==> src/tick_priority_task_scheduler_defines.svh <==
// ----------------------------------------------------------------------------
// Assertion macros for the tick priority task scheduler
// Concurrent checks clocked on clk, disabled while arst_n is low.
// ----------------------------------------------------------------------------
`ifndef TICK_PRIORITY_TASK_SCHEDULER_DEFINES_SVH
`define TICK_PRIORITY_TASK_SCHEDULER_DEFINES_SVH

`ifndef NO_ASSERTIONS
`define TPS_ASSERT(lbl, prop) \
	lbl: assert property (@(posedge clk) disable iff (!arst_n) (prop)) \
		else $error("tick priority task scheduler check failed");
`define TPS_ASSERT_NEXT(lbl, ante, cons) \
	lbl: assert property (@(posedge clk) disable iff (!arst_n) (ante) |=> (cons)) \
		else $error("tick priority task scheduler check failed");
`else
`define TPS_ASSERT(lbl, prop)
`define TPS_ASSERT_NEXT(lbl, ante, cons)
`endif

`endif

==> src/tpts_pkg.sv <==
// ----------------------------------------------------------------------------
// tpts_pkg
// Request and status codes, field widths and the types shared by the
// scheduler top level and its slot cells.
// ----------------------------------------------------------------------------
package tpts_pkg;

	localparam int SLOT_W = 4;
	localparam int TIME_W = 16;
	localparam int REM_W  = 32;
	localparam int CNT_W  = 5;

	localparam logic [REM_W-1:0] REM_MAX = 32'h7FFF_FFFF;
	localparam logic [REM_W-1:0] REM_MIN = 32'h8000_0000;

	typedef enum logic [2:0] {
		REQ_TICK     = 3'd0,
		REQ_DISPATCH = 3'd1,
		REQ_ADD      = 3'd2,
		REQ_REMOVE   = 3'd3,
		REQ_PAUSE    = 3'd4,
		REQ_RESUME   = 3'd5,
		REQ_DELAY    = 3'd6
	} req_t;

	typedef enum logic [1:0] {
		ST_OK       = 2'd0,
		ST_TAKEN    = 2'd1,
		ST_EMPTY    = 2'd2,
		ST_NONE_DUE = 2'd3
	} status_t;

	// request broadcast to every cell
	typedef struct packed {
		req_t              req;
		logic [SLOT_W-1:0] slot;
		logic [TIME_W-1:0] period;
		logic [TIME_W-1:0] start_delay;
		logic              one_shot;
		logic [TIME_W-1:0] delay_ticks;
	} cmd_t;

	// per-cell status back to the top level
	typedef struct packed {
		logic occ;
		logic sel;
		logic win;
		logic once;
	} cell_stat_t;

endpackage

==> src/tick_priority_task_scheduler.sv <==
// ----------------------------------------------------------------------------
// tick_priority_task_scheduler
// Priority task table built as a row of slot cells with a dispatch claim
// chain; one result transaction per request transaction.
// ----------------------------------------------------------------------------
// Takes one request per clock while in_stall is low. Every slot cell updates
// in the cycle the request is accepted, and the dispatch winner is resolved
// in that same cycle by a claim chain running from slot 0 down the row of
// cells. The result is captured in an output register on acceptance; in_stall
// is high only while that register holds a result and out_stall is high.
// No clearing pass follows reset.
`include "tick_priority_task_scheduler_defines.svh"

module tick_priority_task_scheduler
	import tpts_pkg::*;
#(
	parameter int NUM_SLOTS = 16
) (
	input  logic              clk,
	input  logic              arst_n,
	input  logic              in_valid,
	output logic              in_stall,
	input  logic [2:0]        req_type,
	input  logic [SLOT_W-1:0] slot,
	input  logic [TIME_W-1:0] period,
	input  logic [TIME_W-1:0] start_delay,
	input  logic              one_shot,
	input  logic [TIME_W-1:0] delay_ticks,
	output logic              out_valid,
	input  logic              out_stall,
	output logic [1:0]        status,
	output logic              run_valid,
	output logic [SLOT_W-1:0] run_slot,
	output logic [CNT_W-1:0]  task_count
);

	cmd_t              cmd;
	logic              acc;
	logic [NUM_SLOTS:0] claim;
	cell_stat_t        stat [NUM_SLOTS];
	logic [NUM_SLOTS-1:0] occ_vec;
	logic [NUM_SLOTS-1:0] sel_vec;
	logic [NUM_SLOTS-1:0] win_vec;
	logic [NUM_SLOTS-1:0] once_vec;

	logic              sel_any;
	logic              hit_any;
	logic              win_any;
	logic              free_any;
	logic [SLOT_W-1:0] enc;

	status_t           st_d;
	logic              rv_d;
	logic [SLOT_W-1:0] rs_d;
	logic [CNT_W-1:0]  cnt_d;

	logic [CNT_W-1:0]  count_q;
	logic              out_valid_q;
	status_t           status_q;
	logic              run_valid_q;
	logic [SLOT_W-1:0] run_slot_q;
	logic [CNT_W-1:0]  task_count_q;

	assign in_stall = out_valid_q & out_stall;
	assign acc      = in_valid & ~in_stall;

	assign cmd.req         = req_t'(req_type);
	assign cmd.slot        = slot;
	assign cmd.period      = period;
	assign cmd.start_delay = start_delay;
	assign cmd.one_shot    = one_shot;
	assign cmd.delay_ticks = delay_ticks;

	assign claim[0] = 1'b0;

	for (genvar i = 0; i < NUM_SLOTS; i++) begin : g_cell
		tpts_cell #(
			.IDX(i)
		) u_cell (
			.clk      (clk),
			.arst_n   (arst_n),
			.acc      (acc),
			.cmd      (cmd),
			.claim_in (claim[i]),
			.claim_out(claim[i+1]),
			.stat     (stat[i])
		);
		assign occ_vec[i]  = stat[i].occ;
		assign sel_vec[i]  = stat[i].sel;
		assign win_vec[i]  = stat[i].win;
		assign once_vec[i] = stat[i].once;
	end

	assign sel_any  = |sel_vec;
	assign hit_any  = |(sel_vec & occ_vec);
	assign win_any  = claim[NUM_SLOTS];
	assign free_any = |(win_vec & once_vec);

	always_comb begin
		enc = '0;
		for (int i = 0; i < NUM_SLOTS; i++) begin
			if (win_vec[i]) enc = enc | SLOT_W'(i);
		end
	end

	always_comb begin
		st_d  = ST_OK;
		rv_d  = 1'b0;
		rs_d  = '0;
		cnt_d = count_q;
		case (cmd.req) inside
			REQ_DISPATCH: begin
				if (win_any) begin
					rv_d = 1'b1;
					rs_d = enc;
					if (free_any) cnt_d = count_q - 1'b1;
				end else begin
					st_d = ST_NONE_DUE;
				end
			end
			REQ_ADD: begin
				if (!sel_any) begin
					st_d = ST_EMPTY;
				end else if (hit_any) begin
					st_d = ST_TAKEN;
				end else begin
					cnt_d = count_q + 1'b1;
				end
			end
			REQ_REMOVE: begin
				if (!hit_any) st_d = ST_EMPTY;
				else cnt_d = count_q - 1'b1;
			end
			REQ_PAUSE, REQ_RESUME, REQ_DELAY: begin
				if (!hit_any) st_d = ST_EMPTY;
			end
			default: ;
		endcase
	end

	always_ff @(posedge clk or negedge arst_n) begin
		if (!arst_n) begin
			count_q     <= '0;
			out_valid_q <= 1'b0;
		end else if (acc) begin
			count_q     <= cnt_d;
			out_valid_q <= 1'b1;
		end else if (!out_stall) begin
			out_valid_q <= 1'b0;
		end
	end

	always_ff @(posedge clk) begin
		if (acc) begin
			status_q     <= st_d;
			run_valid_q  <= rv_d;
			run_slot_q   <= rs_d;
			task_count_q <= cnt_d;
		end
	end

	assign out_valid  = out_valid_q;
	assign status     = status_q;
	assign run_valid  = run_valid_q;
	assign run_slot   = run_slot_q;
	assign task_count = task_count_q;

	`TPS_ASSERT(a_count_matches_occ, count_q == CNT_W'($countones(occ_vec)))
	`TPS_ASSERT(a_single_winner, $onehot0(win_vec))
	`TPS_ASSERT(a_run_means_ok, (out_valid_q && run_valid_q) |-> (status_q == ST_OK))
	`TPS_ASSERT_NEXT(a_none_due, acc && cmd.req == REQ_DISPATCH && !win_any, status_q == ST_NONE_DUE && !run_valid_q)

endmodule

==> src/tpts_cell.sv <==
// ----------------------------------------------------------------------------
// tpts_cell
// One task slot: flags, period and saturating remaining time. Takes the
// dispatch claim from the higher-priority neighbor and passes it on.
// ----------------------------------------------------------------------------
module tpts_cell
	import tpts_pkg::*;
#(
	parameter int IDX = 0
) (
	input  logic       clk,
	input  logic       arst_n,
	input  logic       acc,
	input  cmd_t       cmd,
	input  logic       claim_in,
	output logic       claim_out,
	output cell_stat_t stat
);

	logic              occ_q;
	logic              paused_q;
	logic              ready_q;
	logic              one_shot_q;
	logic [TIME_W-1:0] period_q;
	logic [REM_W-1:0]  rem_q;

	logic              sel;
	logic              le0;
	logic              elig;
	logic              win;
	logic [REM_W+1:0]  opa;
	logic [REM_W+1:0]  opb;
	logic [REM_W+1:0]  sum;
	logic [REM_W-1:0]  sat;
	logic              new_le0;

	assign sel       = (int'(cmd.slot) == IDX);
	assign le0       = rem_q[REM_W-1] | (rem_q == '0);
	assign elig      = occ_q & ~paused_q & ready_q & le0;
	assign win       = elig & ~claim_in;
	assign claim_out = claim_in | elig;

	assign stat.occ  = occ_q;
	assign stat.sel  = sel;
	assign stat.win  = win;
	assign stat.once = one_shot_q;

	// single saturating adder shared by all requests
	always_comb begin
		opa = {{2{rem_q[REM_W-1]}}, rem_q};
		opb = '0;
		case (cmd.req)
			REQ_TICK:     opb = '1;
			REQ_DISPATCH: opb = (REM_W+2)'(period_q);
			REQ_ADD: begin
				opa = (REM_W+2)'(cmd.period);
				opb = (REM_W+2)'(cmd.start_delay);
			end
			REQ_DELAY:    opb = (REM_W+2)'(cmd.delay_ticks);
			default:      opb = '0;
		endcase
		sum = opa + opb;
		if (sum[REM_W+1:REM_W-1] == 3'b000 || sum[REM_W+1:REM_W-1] == 3'b111) begin
			sat = sum[REM_W-1:0];
		end else if (sum[REM_W+1]) begin
			sat = REM_MIN;
		end else begin
			sat = REM_MAX;
		end
	end

	assign new_le0 = sat[REM_W-1] | (sat == '0);

	always_ff @(posedge clk or negedge arst_n) begin
		if (!arst_n) begin
			occ_q    <= 1'b0;
			paused_q <= 1'b0;
			ready_q  <= 1'b0;
		end else if (acc) begin
			case (cmd.req)
				REQ_TICK: begin
					if (occ_q && !paused_q && new_le0) ready_q <= 1'b1;
				end
				REQ_DISPATCH: begin
					if (win) begin
						ready_q <= 1'b0;
						if (one_shot_q) begin
							occ_q    <= 1'b0;
							paused_q <= 1'b0;
						end
					end
				end
				REQ_ADD: begin
					if (sel && !occ_q) begin
						occ_q    <= 1'b1;
						paused_q <= 1'b0;
						ready_q  <= 1'b1;
					end
				end
				REQ_REMOVE: begin
					if (sel && occ_q) begin
						occ_q    <= 1'b0;
						paused_q <= 1'b0;
						ready_q  <= 1'b0;
					end
				end
				REQ_PAUSE: begin
					if (sel && occ_q) paused_q <= 1'b1;
				end
				REQ_RESUME: begin
					if (sel && occ_q) paused_q <= 1'b0;
				end
				default: ;
			endcase
		end
	end

	always_ff @(posedge clk) begin
		if (acc) begin
			case (cmd.req)
				REQ_TICK: begin
					if (occ_q && !paused_q) rem_q <= sat;
				end
				REQ_DISPATCH: begin
					if (win && !one_shot_q) rem_q <= sat;
				end
				REQ_ADD: begin
					if (sel && !occ_q) begin
						rem_q      <= sat;
						period_q   <= cmd.period;
						one_shot_q <= cmd.one_shot;
					end
				end
				REQ_DELAY: begin
					if (sel && occ_q) rem_q <= sat;
				end
				default: ;
			endcase
		end
	end

endmodule
==> config.mk <==
export PLATFORM = sky130hd
export DESIGN_NAME = tick_priority_task_scheduler
export DESIGN_NICKNAME = d
export VERILOG_FILES = /design/src/tpts_pkg.sv /design/src/tick_priority_task_scheduler.sv /design/src/tpts_cell.sv
export VERILOG_INCLUDE_DIRS = /design/src /design/src/src
export SDC_FILE = /design/constraint.sdc
export NUM_CORES = 2
export LEC_CHECK = 0
export BUFFER_PORTS_ARGS = -buffer_cell sky130_fd_sc_hd__buf_2
export CORE_ASPECT_RATIO = 1.75
export CORE_MARGIN = 2
export CORE_UTILIZATION = 38
export DETAILED_ROUTE_END_ITERATION = 8
export GPL_ROUTABILITY_DRIVEN = 0
export PLACE_DENSITY = 0.53
export SYNTH_ARGS = -nofsm -noshare
export SYNTH_HDL_FRONTEND = slang
export SYNTH_SLANG_ARGS = --single-unit
==> constraint.sdc <==
create_clock -name clk -period 9 [get_ports clk]
set_input_delay 0.9 -clock clk [delete_from_list [all_inputs] [get_ports clk]]
set_output_delay 0.9 -clock clk [all_outputs]
set_load 0.01 [all_outputs]
# Yosys cells after proc, flatten, opt, wreduce, memory -nomap -nowiden
# Cells that the tools add are included.
# Widths: inputs -> output; s select.
[word_totals] regBits=850 latch_bits=0 ram_bits=0 mem_bits_ro=0 output_inout_bits=14 mem_count=0
[classes] add_sub_neg=18 n_mul=0 div=0 order_cmp=0 n_eq_ne=198 n_shift=0 mux=354 n_bitwise=146 n_reduce_logical=284
[ops] cell="$mux 32" count=96
[ops] cell="$pmux 34 s4" count=16
[ops] cell="$pmux 32 s4" count=16
[ops] cell="$logic_not 32->1" count=32
[ops] cell="$add 34x34->34" count=16
[ops] cell="$mux 34" count=16
[ops] cell="$ne 2x1->1 const B" count=161
[ops] cell="$reduce_and 6->1" count=48
[ops] cell="$mux 1" count=133
[ops] cell="$pmux 1 s4" count=32
[ops] cell="$reduce_and 7->1" count=16
[ops] cell="$logic_and 1x1->1" count=80
[ops] cell="$and 1x1->1" count=65
[ops] cell="$eq 3x3->1 const B" count=19
[ops] cell="$logic_not 3->1" count=17
[ops] cell="$logic_not 1->1" count=48
[ops] cell="$pmux 1 s3" count=16
[ops] cell="$reduce_and 3->1" count=16
[ops] cell="$reduce_or 16->1" count=3
[ops] cell="$or 1x1->1" count=47
[ops] cell="$mux 5" count=8
[ops] cell="$and 16x16->16" count=2
[ops] cell="$eq 4x4->1 const B" count=8
[ops] cell="$mux 4" count=8
[ops] cell="17 further kinds" count=81

# Logic depth before layout (Yosys ltp)
[logic_depth] ltp_word=25 mapped_depth=25

# By module
# Synthesis repeated with hierarchy kept, for this count alone.
[unflattened] cells_unflattened=9179 area_unflattened_um2=79357.4
[by_module_without_submodules] mod="tpts_cell at g_cell[1].u_cell ..." instances=3 cells_per_inst=544 area_per_inst_um2=4659.5 seq_area_each_um2=1546.5
[by_module_without_submodules] mod="tpts_cell at g_cell[14].u_cell ..." instances=2 cells_per_inst=566 area_per_inst_um2=4824.6 seq_area_each_um2=1546.5
[by_module_without_submodules] mod="tpts_cell at g_cell[5].u_cell ..." instances=2 cells_per_inst=534 area_per_inst_um2=4712.0 seq_area_each_um2=1546.5
[by_module_without_submodules] mod="tpts_cell at g_cell[12].u_cell" instances=1 cells_per_inst=631 area_per_inst_um2=5467.7 seq_area_each_um2=1546.5
[by_module_without_submodules] mod="tpts_cell at g_cell[11].u_cell" instances=1 cells_per_inst=631 area_per_inst_um2=5454.0 seq_area_each_um2=1546.5
[by_module_without_submodules] mod="tpts_cell at g_cell[10].u_cell" instances=1 cells_per_inst=625 area_per_inst_um2=5236.3 seq_area_each_um2=1546.5
[by_module_without_submodules] mod="tpts_cell at g_cell[0].u_cell" instances=1 cells_per_inst=608 area_per_inst_um2=5200.0 seq_area_each_um2=1546.5
[by_module_without_submodules] mod="tpts_cell at g_cell[8].u_cell" instances=1 cells_per_inst=566 area_per_inst_um2=4829.6 seq_area_each_um2=1546.5
[by_module_without_submodules] mod="tpts_cell at g_cell[13].u_cell" instances=1 cells_per_inst=553 area_per_inst_um2=4820.9 seq_area_each_um2=1546.5
[by_module_without_submodules] mod="tpts_cell at g_cell[15].u_cell" instances=1 cells_per_inst=530 area_per_inst_um2=4709.5 seq_area_each_um2=1546.5
[by_module_without_submodules] mod="tpts_cell at g_cell[9].u_cell" instances=1 cells_per_inst=523 area_per_inst_um2=4663.2 seq_area_each_um2=1546.5
[by_module_without_submodules] mod="tpts_cell at g_cell[3].u_cell" instances=1 cells_per_inst=546 area_per_inst_um2=4652.0 seq_area_each_um2=1546.5
[by_module_without_submodules] mod="tick_priority_task_scheduler" instances=1 cells_per_inst=134 area_per_inst_um2=1272.5 seq_area_each_um2=510.5

# Least setup slack after synthesis
# OpenSTA, ideal clock, no wires.
[synth_path] path_type="in2reg" from="input port req_type[0]" to="register g_cell[4].u_cell.rem_q[10] (data pin)" setup_ps=270 t_arrival_ps=11200 setup_slack_ps=-2470 path_stages=19 path_cell_list="clkbuf_1 -> or3_1 -> clkbuf_1 -> inv_1 -> clkbuf_1 -> ha_1 -> clkbuf_1 -> a2111oi_2 -> a22oi_1 -> a221oi_1 -> o32a_1 -> o211ai_1 -> a41oi_1 -> inv_1 -> a21oi_1 -> o211ai_1 -> o22ai_1 -> clkbuf_2 -> o21ai_0"
[synth_via] elab_chain_len=8
[synth_rtl] item="start, declared" line="tick_priority_task_scheduler.sv:23" rtl="input logic [2:0] req_type,"
[synth_rtl] item="$eq 3x3->1, or another cell as far along" line="tpts_cell.sv:52" rtl="case (cmd.req)"
[synth_rtl] item="$pmux 34 s4 or $mux 34 (tied branches)" line="tpts_cell.sv:52"
[synth_rtl] item="$add 34x34->34 (*)" line="tpts_cell.sv:62" rtl="sum = opa + opb;"
[synth_rtl] item="$eq 3x3->1 or $logic_not 3->1 (tied branches)" line="tpts_cell.sv:63" rtl="if (sum[REM_W+1:REM_W-1] == 3'b000 || sum[REM_W+1:REM_W-1] == 3'b111) begin"
[synth_rtl] item="$logic_or 1x1->1" line="tpts_cell.sv:63"
[synth_rtl] item="$mux 32 (*)" line="tpts_cell.sv:63"
[synth_rtl] item="net g_cell[4].u_cell.sat[10]" line="tpts_cell.sv:34" rtl="logic [REM_W-1:0] sat;"
[synth_rtl] item="$mux 32 (on tied branches)"
[synth_rtl] item="$pmux 32 s4 (*)" line="tpts_cell.sv:120" rtl="case (cmd.req)"
[synth_rtl] item="end signal, assigned" line="tpts_cell.sv:122" rtl="if (occ_q && !paused_q) rem_q <= sat;"
[synth_rtl] item="end signal, assigned" line="tpts_cell.sv:125" rtl="if (win && !one_shot_q) rem_q <= sat;"
[synth_rtl] item="end signal, assigned" line="tpts_cell.sv:135" rtl="if (sel && occ_q) rem_q <= sat;"
[synth_rtl] item="end, declared" line="tpts_cell.sv:25" rtl="logic [REM_W-1:0] rem_q;"
# The timed path passes the listed nets; every way through them passes the cells marked *. The select of a mux whose other input is x is not followed.
# A chain may end at the register's enable or synchronous reset.

# Final worst setup path
[layout_path] from="input port req_type[1]" to="register g_cell[3].u_cell.ready_q"
[layout_via] elab_chain_len=11
[layout_rtl] item="$eq 3x3->1, or another cell as far along" line="tpts_cell.sv:52"
[layout_rtl] item="$pmux 34 s4 or $mux 34 (tied branches)" line="tpts_cell.sv:52"
[layout_rtl] item="$add 34x34->34" line="tpts_cell.sv:62"
[layout_rtl] item="$eq 3x3->1 or $logic_not 3->1 (tied branches)" line="tpts_cell.sv:63"
[layout_rtl] item="$logic_or 1x1->1" line="tpts_cell.sv:63"
[layout_rtl] item="$mux 32" line="tpts_cell.sv:63"
[layout_rtl] item="$logic_not 32->1" line="tpts_cell.sv:72" rtl="assign new_le0 = sat[REM_W-1] | (sat == '0);"
[layout_rtl] item="$or 1x1->1" line="tpts_cell.sv:72"
[layout_rtl] item="$logic_and 1x1->1" line="tpts_cell.sv:82" rtl="if (occ_q && !paused_q && new_le0) ready_q <= 1'b1;"
[layout_rtl] item="$ne 2x1->1 (no line)"
[layout_rtl] item="$reduce_and 6->1 (no line)"
[layout_rtl] item="end signal, assigned" line="tpts_cell.sv:78" rtl="ready_q <= 1'b0;"
[layout_rtl] item="end signal, assigned" line="tpts_cell.sv:82"
[layout_rtl] item="end signal, assigned" line="tpts_cell.sv:86" rtl="ready_q <= 1'b0;"
[layout_rtl] item="end, declared" line="tpts_cell.sv:22" rtl="logic ready_q;"
# Parallel ways exist; a longest one is shown, timed or not.

==> flow_metrics.env <==
export IMPL_grt_usage_pct=26.6
export IMPL_cts_tree="built"
export IMPL_viasPerCell=6.10
export IMPL_syn_mean_instance_area_um2=9.20
export IMPL_num_rows=204
export IMPL_synth_top_area_cell="edfxtp_1"
export IMPL_path_clk_slew_ps=70
export IMPL_syn_area_um2=67400
export IMPL_skew_ps=41.5
export IMPL_slew_viol_final=0
export IMPL_wire_per_inst_um=25.4
export IMPL_async_flop_share_pct=6.35
export IMPL_required_ps=9640
export IMPL_drtPass1Iterations=7
export IMPL_fin_crit_sh_pct=77.3
export IMPL_power_w=0.0127
export IMPL_ios=74
export IMPL_path_max_fanout=24
export IMPL_final_cell_area_um2=74000
export IMPL_hp_class="in -> async"
export IMPL_tns_ps=0
export IMPL_cts_max_path_buffers=3
export IMPL_die_y_um=561
export IMPL_drive_gt1_share_pct=7.15
export IMPL_fin_ws_ps=2040
export IMPL_synth_cell_types=104
export IMPL_p_leak_nw=31.0
export IMPL_fin_util_pct=42.0
export IMPL_grt_pass1_vias=59677
export IMPL_yosysMostFrequentCell="o21ai_0"
export IMPL_synth_edf_count=796
export IMPL_final_period_minus_worst_setup_slack_ps=6960
export IMPL_rsz0062_at_grt="false"
export IMPL_power_density_nw_per_um2=172
export IMPL_ys_ff_latch=850
export IMPL_synth_warnings=0
export IMPL_syn_inst=7323
export IMPL_status="complete, no violations"
export IMPL_synth_common_cells="o21ai_0 (802), edfxtp_1 (796), a21o_1 (709)"
export IMPL_finalSetupViolations=0
export IMPL_clkLatencyLatePin_ps=740
export IMPL_final_nets=7880
export IMPL_pre_cts_ws_ps=1520
export IMPL_grt_max_degree=94
export IMPL_place_hpwl_mm=179
export IMPL_cp_start_kind="input port"
export IMPL_wl_mm=248
export IMPL_seqCellArea_um2=25300
export IMPL_drt_iter0_drc=4942
export IMPL_numCtsBuffers=94
export IMPL_fillers=17425
export IMPL_drc=0
export IMPL_fmax_mhz=144
export IMPL_cts_resized=0
export IMPL_critPathCaptureType="flop"
export IMPL_initial_core_util_pct=38.2
export IMPL_ys_flop_type="edfxtp_1"
export IMPL_cp_arrival_ps=7600
export IMPL_grt_pass1_wl_mm=366
export IMPL_antenna_found_initial=25
export IMPL_dpl_cell_area_um2=70900
export IMPL_crit_type="in -> reg"
export IMPL_root_buffer="clkbuf_16"
export IMPL_cts_htree_levels=3
export IMPL_hold_violations=0
export IMPL_area_delta_synth_final_pct=9.83
export IMPL_cts_setup_buffers=0
export IMPL_grt_overflow=0
export IMPL_dieArea_um2=181000
export IMPL_synth_net_count=7913
export IMPL_cts_hold_buf=0
export IMPL_relSlewSlack_pct=20.4
export IMPL_port_buffers=73
export IMPL_ff2ff_setup_slack_ps=3350
export IMPL_reg2reg_depth=12
export IMPL_core_um2=176000
export IMPL_fp_dieW_um=322
export IMPL_cts_sinks=850
export IMPL_synthTopCellsByArea="edfxtp_1 (35%), ha_1 (9.5%), a21o_1 (7.9%), o21ai_0 (6.0%), a21oi_1 (4.1%)"
export IMPL_drv_cap=0
export IMPL_synth_top_cell_area_share_pct=35.5
export IMPL_ant_nets=0
export IMPL_vias=59466
export IMPL_ys_seq_area_share_pct=37.5
export IMPL_ir_worst_vdd_uv=164
export IMPL_multiInputGateArea_um2=40200
export IMPL_worst_slew_pin_slew_ps=1190
## where the power goes
| part | total (W) | internal, W | switching (W) |
|---|---|---|---|
| clock | 0.00409 | 0.00230 | 0.00179 |
| combinational | 0.00376 | 0.00137 | 0.00238 |
| sequential | 0.00486 | 0.00469 | 0.000169 |
## path summary, 6_finish.rpt
check                                                from                        end
worst max-delay path                          req_type[1]   g_cell[3].u_cell.ready_q
worst min-delay path                               arst_n   g_cell[5].u_cell.ready_q
worst max register to register  g_cell[1].u_cell.rem_q[0]              task_count[4]
worst min register to register  g_cell[0].u_cell.paused_q  g_cell[0].u_cell.paused_q
max in group asynchronous                          arst_n  g_cell[15].u_cell.ready_q
min in group clk                                 in_valid                  out_valid
## layout by cell type (no fill, tap or decap), drive strengths merged, types with 77 or more instances in the layout
master,instances
o21ai,822
edfxtp,796
a21o,709
a21oi,553
ha,514
nand2,431
nor2,342
and2,329
inv,241
buf,224
xnor2,219
xor2,208
nand3,172
nor4,139
nand4,126
nor3,123
clkbuf,117
nor2b,96
nand2b,95
a31oi,86
and3,77
## through the flow
stage	cells	hold WS, ps
floorplan	7323	450
global placement	9563	469
detailed placement	9563	478
CTS	9738	73.7
global route	9739	94.0
finish	9747	113
## per-layer routing
layer / share of wire [%] / track usage, %
met1: 36 / 29.1
met2: 50 / 47.9
met3: 6.2 / 3.89
met4: 7.2 / 16.6
met5: 0.044 / 0
## state kept, by name (all words and copies together) (netlist names), 2 cells and up
| register | cells |
|---|---|
| task_count | 5 |
| status | 2 |
| run_slot | 4 |
| g_cell.u_cell.period_q | 256 |
| g_cell.u_cell.paused_q | 16 |
| g_cell.u_cell.ready_q | 16 |
| g_cell.u_cell.occ_q | 16 |
| g_cell.u_cell.rem_q | 512 |
| g_cell.u_cell.one_shot_q | 16 |
| count_q | 5 |
## worst max-delay path, cell delays in order
cell and delay [ps]:
buf_2 520, nand2b_1 220, nor2_1 400, buf_4 390, and2_2 680, buf_4 430
a21o_1 120, ha_1 300, a211oi_1 270, o21ai_0 130, a221o_1 350, nor3_1 280
o21ai_0 170, a2111oi_0 830, nand4_1 210, nor4b_1 450, nand4_1 140, nor4b_1 420
nand3_1 140, o21ai_0 200
## area by class of cell
class                           instances  area share, %
Inverter                              236           1.21
Tap cell                             2369           4.00
Clock buffer                          117           3.39
Multi-Input combinational cell       5884           54.3
Sequential cell                       850           34.1
Timing Repair Buffer                  224           2.10
Antenna cell                            9         0.0304
Clock inverter                         58          0.817
## cells by family (layout without fill, tap and decap cells)
| logic type | count (synthesis) | in the layout | synth area share, % |
|---|---|---|---|
| compound gates | 2792 | 2792 | 26.6 |
| simple gates | 2111 | 2111 | 16.6 |
| flops | 850 | 850 | 37.5 |
| buf+inv | 589 | 635 | 3.32 |
| fa+ha+maj | 530 | 530 | 10.0 |
| xor+xnor | 427 | 427 | 5.55 |
| mux | 24 | 24 | 0.368 |
| other cells | 0 | 9 | 0 |
Power figures use the tool's default switching activity.
